### src/rtl/core/bmd4_pkg.sv
// shared types and constants of the four-channel batch mean decimator
// no dependencies; imported by every rtl module of the block
package bmd4_pkg;

  localparam int LANES   = 4;
  localparam int SMP_W   = 32;
  localparam int SUM_W   = 38;
  localparam int CNT_W   = 7;
  localparam int DVS_W   = CNT_W + 1;
  localparam int DIV_W   = SUM_W + 1;
  localparam int STEP_W  = $clog2(DIV_W);
  localparam int IN_W    = LANES * SMP_W;
  localparam int OUT_W   = 136;

  // divider sequencer states
  typedef enum logic [1:0] {
    ST_IDLE,
    ST_PREP,
    ST_RUN,
    ST_DONE
  } div_state_t;

  // controls from sequencer to every lane
  typedef struct packed {
    logic acc;
    logic clear;
    logic prep;
    logic step;
  } lane_ctrl_t;

  // status from sequencer to the merge stage
  typedef struct packed {
    logic             take;
    logic [CNT_W-1:0] count;
  } merge_ctrl_t;

endpackage

### src/rtl/core/bmd4_lane.sv
// one channel lane: batch accumulator and restoring divider for the rounded mean
// depends on bmd4_pkg
module bmd4_lane
  import bmd4_pkg::*;
(
  input  logic                    clk,
  input  logic                    rst_n,
  input  lane_ctrl_t              ctl,
  input  logic signed [SMP_W-1:0] sample,
  input  logic [CNT_W-1:0]        count,
  output logic [SMP_W-1:0]        mean
);

  logic [SUM_W-1:0] sum_r;
  logic [SUM_W-1:0] sum_nxt;
  logic [DIV_W-1:0] div_r;
  logic [DVS_W-1:0] rem_r;
  logic             neg_r;
  logic [DVS_W-1:0] divisor;
  logic [DVS_W-1:0] trial;
  logic             fits;
  logic [DIV_W-1:0] base;
  logic [DIV_W-1:0] addend;
  logic [SMP_W-1:0] quot;

  // running sum including the request being taken
  assign sum_nxt = sum_r + (ctl.acc ? {{(SUM_W-SMP_W){sample[SMP_W-1]}}, sample}
                                    : SUM_W'(0));

  always_ff @(posedge clk) begin
    if (!rst_n) begin
      sum_r <= '0;
    end else if (ctl.clear) begin
      sum_r <= '0;
    end else if (ctl.acc) begin
      sum_r <= sum_nxt;
    end
  end

  // rounding: quotient of (2*|sum| + n) by 2*n
  assign divisor = {count, 1'b0};
  assign base    = div_r[SUM_W] ? {~div_r[SUM_W-1:0], 1'b0} : {div_r[SUM_W-1:0], 1'b0};
  assign addend  = DIV_W'(count) + (div_r[SUM_W] ? DIV_W'(2) : DIV_W'(0));

  // one quotient bit per step
  assign trial = {rem_r[DVS_W-2:0], div_r[DIV_W-1]};
  assign fits  = (trial >= divisor);

  always_ff @(posedge clk) begin
    if (ctl.clear) begin
      div_r <= {sum_nxt[SUM_W-1], sum_nxt};
    end else if (ctl.prep) begin
      neg_r <= div_r[SUM_W];
      div_r <= base + addend;
      rem_r <= '0;
    end else if (ctl.step) begin
      rem_r <= fits ? (trial - divisor) : trial;
      div_r <= {div_r[DIV_W-2:0], fits};
    end
  end

  // sign goes back on the rounded magnitude
  assign quot = div_r[SMP_W-1:0];
  assign mean = neg_r ? (SMP_W'(0) - quot) : quot;

endmodule

### src/rtl/core/bmd4_ctrl.sv
// batch counters and divider sequencer shared by all lanes
// depends on bmd4_pkg
module bmd4_ctrl
  import bmd4_pkg::*;
#(
  parameter int BATCH_SIZE = 10
)
(
  input  logic        clk,
  input  logic        rst_n,
  input  logic        in_tvalid,
  input  logic        sample_valid,
  input  logic        out_free,
  output logic        in_tready,
  output lane_ctrl_t  lane_ctl,
  output merge_ctrl_t merge_ctl
);

  localparam int POS_W = (BATCH_SIZE > 1) ? $clog2(BATCH_SIZE) : 1;

  logic [POS_W-1:0]  pos_r;
  logic [CNT_W-1:0]  good_r;
  logic [CNT_W-1:0]  good_nxt;
  logic [CNT_W-1:0]  cnt_div_r;
  logic [STEP_W-1:0] step_r;
  div_state_t        state_r;
  div_state_t        state_nxt;
  logic              last;
  logic              accept;
  logic              launch;
  logic              steps_done;

  // a batch-closing request waits until the divider is free
  assign last       = (pos_r == POS_W'(BATCH_SIZE - 1));
  assign in_tready  = !last || (state_r == ST_IDLE);
  assign accept     = in_tvalid && in_tready;
  assign good_nxt   = good_r + CNT_W'(sample_valid);
  assign launch     = accept && last && (good_nxt != CNT_W'(0));
  assign steps_done = (step_r == STEP_W'(DIV_W - 1));

  // batch counters
  always_ff @(posedge clk) begin
    if (!rst_n) begin
      pos_r  <= '0;
      good_r <= '0;
    end else if (accept) begin
      if (last) begin
        pos_r  <= '0;
        good_r <= '0;
      end else begin
        pos_r  <= pos_r + POS_W'(1);
        good_r <= good_nxt;
      end
    end
  end

  // divisor count and step counter
  always_ff @(posedge clk) begin
    if (!rst_n) begin
      cnt_div_r <= '0;
      step_r    <= '0;
    end else begin
      if (launch) begin
        cnt_div_r <= good_nxt;
      end
      if (state_r == ST_RUN) begin
        step_r <= steps_done ? STEP_W'(0) : step_r + STEP_W'(1);
      end else begin
        step_r <= '0;
      end
    end
  end

  always_ff @(posedge clk) begin
    if (!rst_n) begin
      state_r <= ST_IDLE;
    end else begin
      state_r <= state_nxt;
    end
  end

  // next state
  always_comb begin
    state_nxt = state_r;
    case (state_r)
      ST_IDLE: if (launch) state_nxt = ST_PREP;
      ST_PREP: state_nxt = ST_RUN;
      ST_RUN:  if (steps_done) state_nxt = ST_DONE;
      ST_DONE: if (out_free) state_nxt = ST_IDLE;
      default: state_nxt = ST_IDLE;
    endcase
  end

  // outputs
  always_comb begin
    lane_ctl.acc    = accept && sample_valid;
    lane_ctl.clear  = accept && last;
    lane_ctl.prep   = 1'b0;
    lane_ctl.step   = 1'b0;
    merge_ctl.take  = 1'b0;
    merge_ctl.count = cnt_div_r;
    case (state_r)
      ST_IDLE: ;
      ST_PREP: lane_ctl.prep = 1'b1;
      ST_RUN:  lane_ctl.step = 1'b1;
      ST_DONE: merge_ctl.take = out_free;
      default: ;
    endcase
  end

endmodule

### src/rtl/core/batch_mean_decimator_four_channel.sv
// top level of the four-channel batch mean decimator: lanes, sequencer, output merge
// depends on bmd4_pkg, bmd4_ctrl and bmd4_lane
//
// channel  direction  handshake              payload
// in       slave      in_tvalid/in_tready    in_tuser, in_tdata (128 bits)
// out      master     out_tvalid/out_tready  out_tdata (136 bits)
//
// one request is taken per cycle; a batch-closing request is held off while
// the shared divider sequence of the previous batch is still busy
// after the closing request the lanes take a prepare step, then 39 restoring
// divider steps each, then the result goes into the output register
// reset clears the batch counters, sums and sequencer; out stalls hold the
// result in the output register and then in the lanes
module batch_mean_decimator_four_channel
  import bmd4_pkg::*;
#(
  parameter int BATCH_SIZE = 10
)
(
  input  logic             clk,
  input  logic             rst_n,
  input  logic             in_tvalid,
  output logic             in_tready,
  // [31:0] pos_x, [63:32] pos_y, [95:64] heading, [127:96] temperature
  input  logic [IN_W-1:0]  in_tdata,
  // [0] sample_valid
  input  logic             in_tuser,
  output logic             out_tvalid,
  input  logic             out_tready,
  // [31:0] mean_x, [63:32] mean_y, [95:64] mean_heading,
  // [127:96] mean_temperature, [134:128] valid_count, [135] zero
  output logic [OUT_W-1:0] out_tdata
);

  lane_ctrl_t       lane_ctl;
  merge_ctrl_t      merge_ctl;
  logic             out_free;
  logic             out_tvalid_r;
  logic [OUT_W-1:0] out_tdata_r;
  logic [SMP_W-1:0] lane_mean [LANES];

  assign out_free = !out_tvalid_r || out_tready;

  bmd4_ctrl #(
    .BATCH_SIZE (BATCH_SIZE)
  ) u_ctrl (
    .clk          (clk),
    .rst_n        (rst_n),
    .in_tvalid    (in_tvalid),
    .sample_valid (in_tuser),
    .out_free     (out_free),
    .in_tready    (in_tready),
    .lane_ctl     (lane_ctl),
    .merge_ctl    (merge_ctl)
  );

  // one lane per channel
  for (genvar g = 0; g < LANES; g++) begin : g_lane
    bmd4_lane u_lane (
      .clk    (clk),
      .rst_n  (rst_n),
      .ctl    (lane_ctl),
      .sample (in_tdata[g*SMP_W +: SMP_W]),
      .count  (merge_ctl.count),
      .mean   (lane_mean[g])
    );
  end

  // merge lane means and count into the output register
  always_ff @(posedge clk) begin
    if (!rst_n) begin
      out_tvalid_r <= 1'b0;
    end else if (merge_ctl.take) begin
      out_tvalid_r <= 1'b1;
    end else if (out_tready) begin
      out_tvalid_r <= 1'b0;
    end
  end

  always_ff @(posedge clk) begin
    if (merge_ctl.take) begin
      out_tdata_r <= {1'b0, merge_ctl.count, lane_mean[3], lane_mean[2],
                      lane_mean[1], lane_mean[0]};
    end
  end

  assign out_tvalid = out_tvalid_r;
  assign out_tdata  = out_tdata_r;

endmodule

### config.mk
export PLATFORM = sky130hd
export DESIGN_NAME = batch_mean_decimator_four_channel
export DESIGN_NICKNAME = d
export VERILOG_FILES = /design/src/rtl/core/bmd4_pkg.sv /design/src/rtl/core/bmd4_lane.sv /design/src/rtl/core/bmd4_ctrl.sv /design/src/rtl/core/batch_mean_decimator_four_channel.sv
export SDC_FILE = /design/constraint.sdc
export NUM_CORES = 2
export LEC_CHECK = 0
export ABC_CLOCK_PERIOD_IN_PS = 8100
export BUFFER_PORTS_ARGS = -buffer_cell sky130_fd_sc_hd__clkbuf_2
export CAP_MARGIN = 20
export CORE_MARGIN = 2
export CORE_UTILIZATION = 35
export CTS_BUF_LIST = sky130_fd_sc_hd__clkbuf_2
export DETAILED_ROUTE_END_ITERATION = 7
export PLACE_DENSITY_LB_ADDON = 0.1
export SYNTH_ARGS = -nofsm -noshare
export SYNTH_HDL_FRONTEND = slang
export SYNTH_SLANG_ARGS = --single-unit
### constraint.sdc
create_clock -name clk -period 8.1 [get_ports clk]
set_clock_uncertainty 0.2 [all_clocks]
set_input_delay 1.62 -clock clk [delete_from_list [all_inputs] [get_ports clk]]
set_output_delay 1.62 -clock clk [all_outputs]
set_load 0.02 [all_outputs]
# Word level (Yosys, flattened, before mapping)
# Cells that the tools add are included.
[totals]
ff_bits = 502
wordCells = 130
[classes]
reduce_logical = 18
add_sub_neg = 23
muxes = 47
n_bitwise = 7
n_eq_ne = 8
n_lt_le_gt_ge = 4
[op_table]
columns = ["cell", "count"]
rows = [
  ["$mux W39", 16],
  ["$add A39 B39 Y39", 4],
  ["$add A38 B38 Y38", 4],
  ["$mux W38", 4],
  ["$not A38 Y38", 4],
  ["$mux W32", 4],
  ["$sub A1 B32 Y32 const A", 4],
  ["$mux W7", 9],
  ["$add A7 B2 Y8", 4],
  ["$ge A8 B8 Y1", 4],
  ["$sub A7 B7 Y7", 4],
  ["$mux W2", 7],
  ["$pmux W2 S4", 1],
  ["$add A7 B1 Y7", 1],
  ["$reduce_bool A7 Y1", 1],
  ["$add A6 B1 Y6 const B", 1],
  ["$eq A6 B6 Y1 const B", 1],
  ["$ne A2 B1 Y1 const B", 3],
  ["$mux W1", 5],
  ["$add A4 B1 Y4 const B", 1],
  ["$eq A2 B2 Y1 const B", 2],
  ["$eq A4 B4 Y1 const B", 1],
  ["$logic_and A1 B1 Y1", 4],
  ["$mux W4", 1],
  ["11 further kinds", 17],
]

# Depth between registers and ports, before layout
[logic_depth]
ltp_word = 8
ltp_mapped = 20

# Cells and area by module
# Synthesis repeated with hierarchy kept, for this count alone.
[unflattened]
cells_unflattened = 4697
area_unflattened_um2 = 40532.6
[by_module_without_submodules]
columns = ["mod", "cells_per_inst", "area_each_um2", "instances", "seq_area_each_um2"]
rows = [
  ["bmd4_lane (g_lane[1].u_lane ...)", 1072, 8587.0, 2, 2172.1],
  ["bmd4_lane (g_lane[0].u_lane)", 1160, 9042.4, 1, 2172.1],
  ["bmd4_lane (g_lane[3].u_lane)", 1093, 8812.2, 1, 2172.1],
  ["batch_mean_decimator_four_channel", 141, 4113.9, 1, 4073.9],
  ["bmd4_ctrl", 159, 1390.1, 1, 520.5],
]

# Worst setup path after synthesis
# Ideal clock, no wire load.
[synth_path]
path_type = "in2reg"
start = "input out_tready"
end = "register out_tdata_r[0], in the netlist out_tdata[0], enable pin"
required_ns = 7.253
arrival_ns = 7.667
n_path_buf = 0
slack_ns = -0.415
stages = 2
path_cell_list = "nor2b_1 > nor2b_1"
[synth_lines]
columns = ["item", "line", "rtl"]
rows = [
  ["start, declared", "batch_mean_decimator_four_channel.sv:29", "input logic out_tready,"],
  ["end signal, assigned", "batch_mean_decimator_four_channel.sv:82", "out_tdata_r <= {1'b0, merge_ctl.count, lane_mean[3], lane_mean[2],"],
  ["end, declared", "batch_mean_decimator_four_channel.sv:39", "logic [OUT_W-1:0] out_tdata_r;"],
]

# Worst setup path after layout
[layout_path]
start = "register u_ctrl.cnt_div_r[3]"
end = "register g_lane[0].u_lane.div_r[38] (data pin)"
[layout_between]
elab_chain_len = 4
[layout_lines]
columns = ["item", "line", "rtl"]
rows = [
  ["start, declared", "bmd4_ctrl.sv:24", "logic [CNT_W-1:0] cnt_div_r;"],
  ["start signal, assigned", "bmd4_ctrl.sv:64", "cnt_div_r <= good_nxt;"],
  ["$add A7 B2 Y8", "bmd4_lane.sv:43", "assign addend = DIV_W'(count) + (div_r[SUM_W] ? DIV_W'(2) : DIV_W'(0));"],
  ["$add A39 B39 Y39", "bmd4_lane.sv:54", "div_r <= base + addend;"],
  ["$mux W39", "bmd4_lane.sv:52", "end else if (ctl.prep) begin"],
  ["$mux W39", "bmd4_lane.sv:50", "if (ctl.clear) begin"],
  ["end signal, assigned", "bmd4_lane.sv:51", "div_r <= {sum_nxt[SUM_W-1], sum_nxt};"],
  ["end signal, assigned", "bmd4_lane.sv:54", ""],
  ["end signal, assigned", "bmd4_lane.sv:58", "div_r <= {div_r[DIV_W-2:0], fits};"],
  ["end, declared", "bmd4_lane.sv:16", "logic [DIV_W-1:0] div_r;"],
]
# No other way between the ends.
# A chain may end at the register's enable or synchronous reset.

==> parameters.txt <==
Parameter                              Value

Yosys
  Dominant combinational cell family by area after synthesis    simple AND/OR/NAND/NOR gates
  Commonest register cell after synthesis    sky130_fd_sc_hd__edfxtp_1
  Mean instance size in the synthesized netlist    between 8 and 9 um2
  Xor/xnor cell area share of the yosys netlist    between 10% and 20%
  Post-synthesis compound-gate area fraction    between 10% and 20%
  Syn Std Cell Area    roughly 40,000 um2
  Largest cells by area after synthesis    sky130_fd_sc_hd__edfxtp_1 (25%), sky130_fd_sc_hd__dfxtp_1 (9.2%), sky130_fd_sc_hd__xnor2_1 (8.0%)
  Count of flip-flops with a built-in enable after synthesis    around 320
  Share of Yosys cell area claimed by the top area cell type    approximately a quarter
  Post-synthesis mux area share    2.15%
  Fraction of synthesis flops using an asynchronous set or reset pin    0%
  Top cells by instance count after synthesis    sky130_fd_sc_hd__nand2_1 (597), sky130_fd_sc_hd__a21oi_1 (376), sky130_fd_sc_hd__xnor2_1 (355)
  Yosys synthesis warning count    0
  Share of synthesized cell area in and, or, nand and nor gates    between 20 and 25%
  Synth area leader    sky130_fd_sc_hd__edfxtp_1
  Flops & latches, synth    ~500
  Most frequent cell after synthesis    sky130_fd_sc_hd__nand2_1
  Syn Nets    4,982
  Post-synthesis share of cell area spent on full adders, half adders and majority gates    ~8%
  Post-synthesis sequential area ratio    between 30% and 40%
  Yosys cell types    approximately 90
  Cells after Synth    roughly 4,600

STA
  Number of failing setup endpoints in the final timing report    0
  Final worst-path cycle share    a little over two thirds
  Final critical-path setup slack    about 2500 ps
  Post-layout minimum cycle time    5630 ps
  Setup repair after global routing missed its margin    false
  Maximum operating frequency    178 MHz
  Fin. max-slew vios    0
  Total count of hold-check failures in the final report    0
  Worst slew margin relative to its limit    around 33%
  Worst-margin pin slew    about 1000 ps
  Final sum of negative setup slack    0 ps

Pwr
  Switching pwr    0.00158 W
  Leakage power total    16.6 nW
  Max rail drop VDD    slightly above 0.06 mV
  Combinational fraction of design power    around 8.0%
  Internal power    ~0.0037 W
  Switching share of total power    between 20% and 30%
  Power density over the cells    between 100 and 150 nW/um2
  Part of the power in registers    between 50% and 60%
  Clock group share of total power    40.7%
  Total Power    approximately 0.0053 W

Worst setup path
  Path type of the worst setup path    flop to flop
  Kind of start point of the critical path    flop
  Worst Setup End Kind    flop
  Data required time of the worst path    9000 ps
  Worst-path fanout max    14
  Critical path data arrival time    6530 ps

Drt
  Number of iterations in the first detailed-routing pass    7
  Count of unresolved DRC violations after routing    0
  Final routed wirelength across all metal layers    between 100 and 150 mm
  Final ANT Viol Nets    0
  Number of vias per cell    ~5.3
  Number of vias after detailed routing    33,600
  Post-detailed-route wirelength per cell    between 15 and 20 um
  DRC marker count from the first detailed-route iteration    between 2,000 and 2,500

Clock tree
  Clock tree from TritonCTS    built
  Master cell of the clock root buffer    sky130_fd_sc_hd__clkbuf_2
  Post-CTS clock slew at the launch and capture registers of the worst setup and hold paths    100 ps
  CTS sink cnt    502
  Number of H-tree levels    4
  Clock latency at the later pin of the worst-skew pair    around 1500 ps
  Post-CTS repair timing setup buffer count    0
  Clock buffer count from CTS    ~160
  Number of hold buffers added after cts    0
  Gates resized, CTS repair    0
  Clock tree buffer depth    3

Die
  Die Outline Area    between 100,000 and 150,000 um2
  FP Rows    about 120
  Initial Utilization    between 30% and 40%
  Number of top-level design ports    between 200 and 300
  Die Span Y    between 300 and 400 um
  Die Span X    337 um
  Placeable Area    roughly 110,000 um2

Placement
  Port-buffer cells    269
  Final weighted congestion of routability-driven global placement    around 0.84
  Placed cells    a little over 6,000
  HPWL after DPL    about 90 mm
  Pre-CTS setup slack    1910 ps
  Cell area after placement    around 41,000 um2

Cells and area
  Final standard cell count with taps included and fillers excluded    approximately 6,400
  Area growth from synthesis to final layout    10.0%
  Layout cell share with drive strength beyond 1    between 10% and 20%
  Post-layout net count    ~5,100
  Final std cell area, no fill    42,800 um2

GRT
  Antenna violations before repair    11
  Met3 Track Usage GR    ~3.6%
  Met2 layer usage reported by global route    around a third
  First-pass GRT wire length    ~190 mm
  Maximum number of pins on one net before global-route repair    145
  Most congested layer reported by global routing    met2
  Gr ovfl total    0
  Overall global routing resource usage    between 20 and 25%
  GRT met1 Usage    a little under a third
  Vias in the first global route    32,300

Worst hold path
  Class of the worst hold path    flop to flop

Flow run
  Number of violations of the max-capacitance limit    0

Status
  Run status    finished clean
through the flow:
step | utilization [%] | hold WS [ps]
6_report | 38.7 | 250
5_1_grt | 38.7 | 211
4_1_cts | 38.7 | 134
3_5_place_dp | 37.3 | 243
3_3_place_gp | 37.3 | 222
2_1_floorplan | - | 206
worst paths after layout:
path,slack (ps),from,cells after the start,to
max,2470,u_ctrl.cnt_div_r[3],14,g_lane[0].u_lane.div_r[38]
min,250,u_ctrl.cnt_div_r[1],0,out_tdata[129]
max reg2reg,2470,u_ctrl.cnt_div_r[3],14,g_lane[0].u_lane.div_r[38]
min reg2reg,250,u_ctrl.cnt_div_r[1],0,out_tdata[129]
layer usage:
| metal | routed length, um | vias to the layer above |
|---|---|---|
| li1 | - | 16900 |
| met1 | 62400 | 15800 |
| met2 | 52800 | 723 |
| met3 | 5760 | 170 |
| met4 | 2500 | 6 |
| met5 | 52 | - |
worst max-delay path: stages, from the launching register on:
cell                       delay (ps)
sky130_fd_sc_hd__dfxtp_1          830
sky130_fd_sc_hd__inv_1            380
sky130_fd_sc_hd__nor4_2           880
sky130_fd_sc_hd__nand2_1          150
sky130_fd_sc_hd__xnor2_1          290
sky130_fd_sc_hd__ha_1             250
sky130_fd_sc_hd__or3_1            170
sky130_fd_sc_hd__o22ai_1          110
sky130_fd_sc_hd__a2111o_1         510
sky130_fd_sc_hd__nor4_2           780
sky130_fd_sc_hd__a41o_1           270
sky130_fd_sc_hd__o211ai_1         130
sky130_fd_sc_hd__xnor2_1          190
sky130_fd_sc_hd__nor2_1            90
sky130_fd_sc_hd__a31oi_1           50
sequential cells by signal, indices dropped and copies added (netlist names):
register             flops
g_lane.u_lane.div_r    156
g_lane.u_lane.neg_r      4
g_lane.u_lane.rem_r     28
g_lane.u_lane.sum_r    152
out_tdata              135
out_tvalid               1
u_ctrl.cnt_div_r         7
u_ctrl.good_r            7
u_ctrl.pos_r             4
u_ctrl.state_r           2
u_ctrl.step_r            6
kinds of logic after synthesis:
group / count (synthesis)
mux: 82
fa+ha+maj: 235
other cells: 1
simple gates: 1640
xor+xnor: 518
flops: 502
buf+inv: 432
compound gates: 1204
final cells by class:
cell class                      count  area [um2]
Fill cell                       11600       67700
Multi-Input combinational cell   3680       24000
Sequential cell                   502       13300
Tap cell                         1488        1860
Timing Repair Buffer              300        1690
Clock buffer                      233        1170
Inverter                          117         439
Clock inverter                     55         330
Antenna cell                        5        12.5
layout by cell type, fill, tap and decap left out, types with 55 or more instances in the layout:
master | synthesis | final
sky130_fd_sc_hd__a21oi_1 | 376 | 376
sky130_fd_sc_hd__mux2i_1 | 70 | 70
sky130_fd_sc_hd__a21o_1 | 82 | 82
sky130_fd_sc_hd__nor3_1 | 78 | 78
sky130_fd_sc_hd__xnor2_1 | 355 | 355
sky130_fd_sc_hd__clkbuf_2 | 0 | 502
sky130_fd_sc_hd__o21ai_0 | 315 | 315
sky130_fd_sc_hd__dfxtp_1 | 179 | 179
sky130_fd_sc_hd__o31ai_1 | 57 | 57
sky130_fd_sc_hd__inv_1 | 117 | 117
sky130_fd_sc_hd__ha_1 | 223 | 222
sky130_fd_sc_hd__edfxtp_1 | 323 | 323
sky130_fd_sc_hd__nand2b_1 | 61 | 60
sky130_fd_sc_hd__nor2_1 | 295 | 295
sky130_fd_sc_hd__xor2_1 | 163 | 163
sky130_fd_sc_hd__nand2_1 | 597 | 596
sky130_fd_sc_hd__nand3_1 | 112 | 110
sky130_fd_sc_hd__and2_1 | 172 | 170
sky130_fd_sc_hd__nor2b_1 | 56 | 55
power by group through the flow:
stage / clock network (W) / logic [W] / registers (W)
6_report: 0.00217 / 0.000425 / 0.00273
5_1_grt: 0.00239 / 0.000470 / 0.00273
4_1_cts: 0.00228 / 0.000428 / 0.00273
3_5_place_dp: 0 / 0.000426 / 0.00279
3_3_place_gp: 0 / 0.000426 / 0.00279
2_1_floorplan: 0 / 0.000270 / 0.00278
Power figures use the tool's default switching activity.
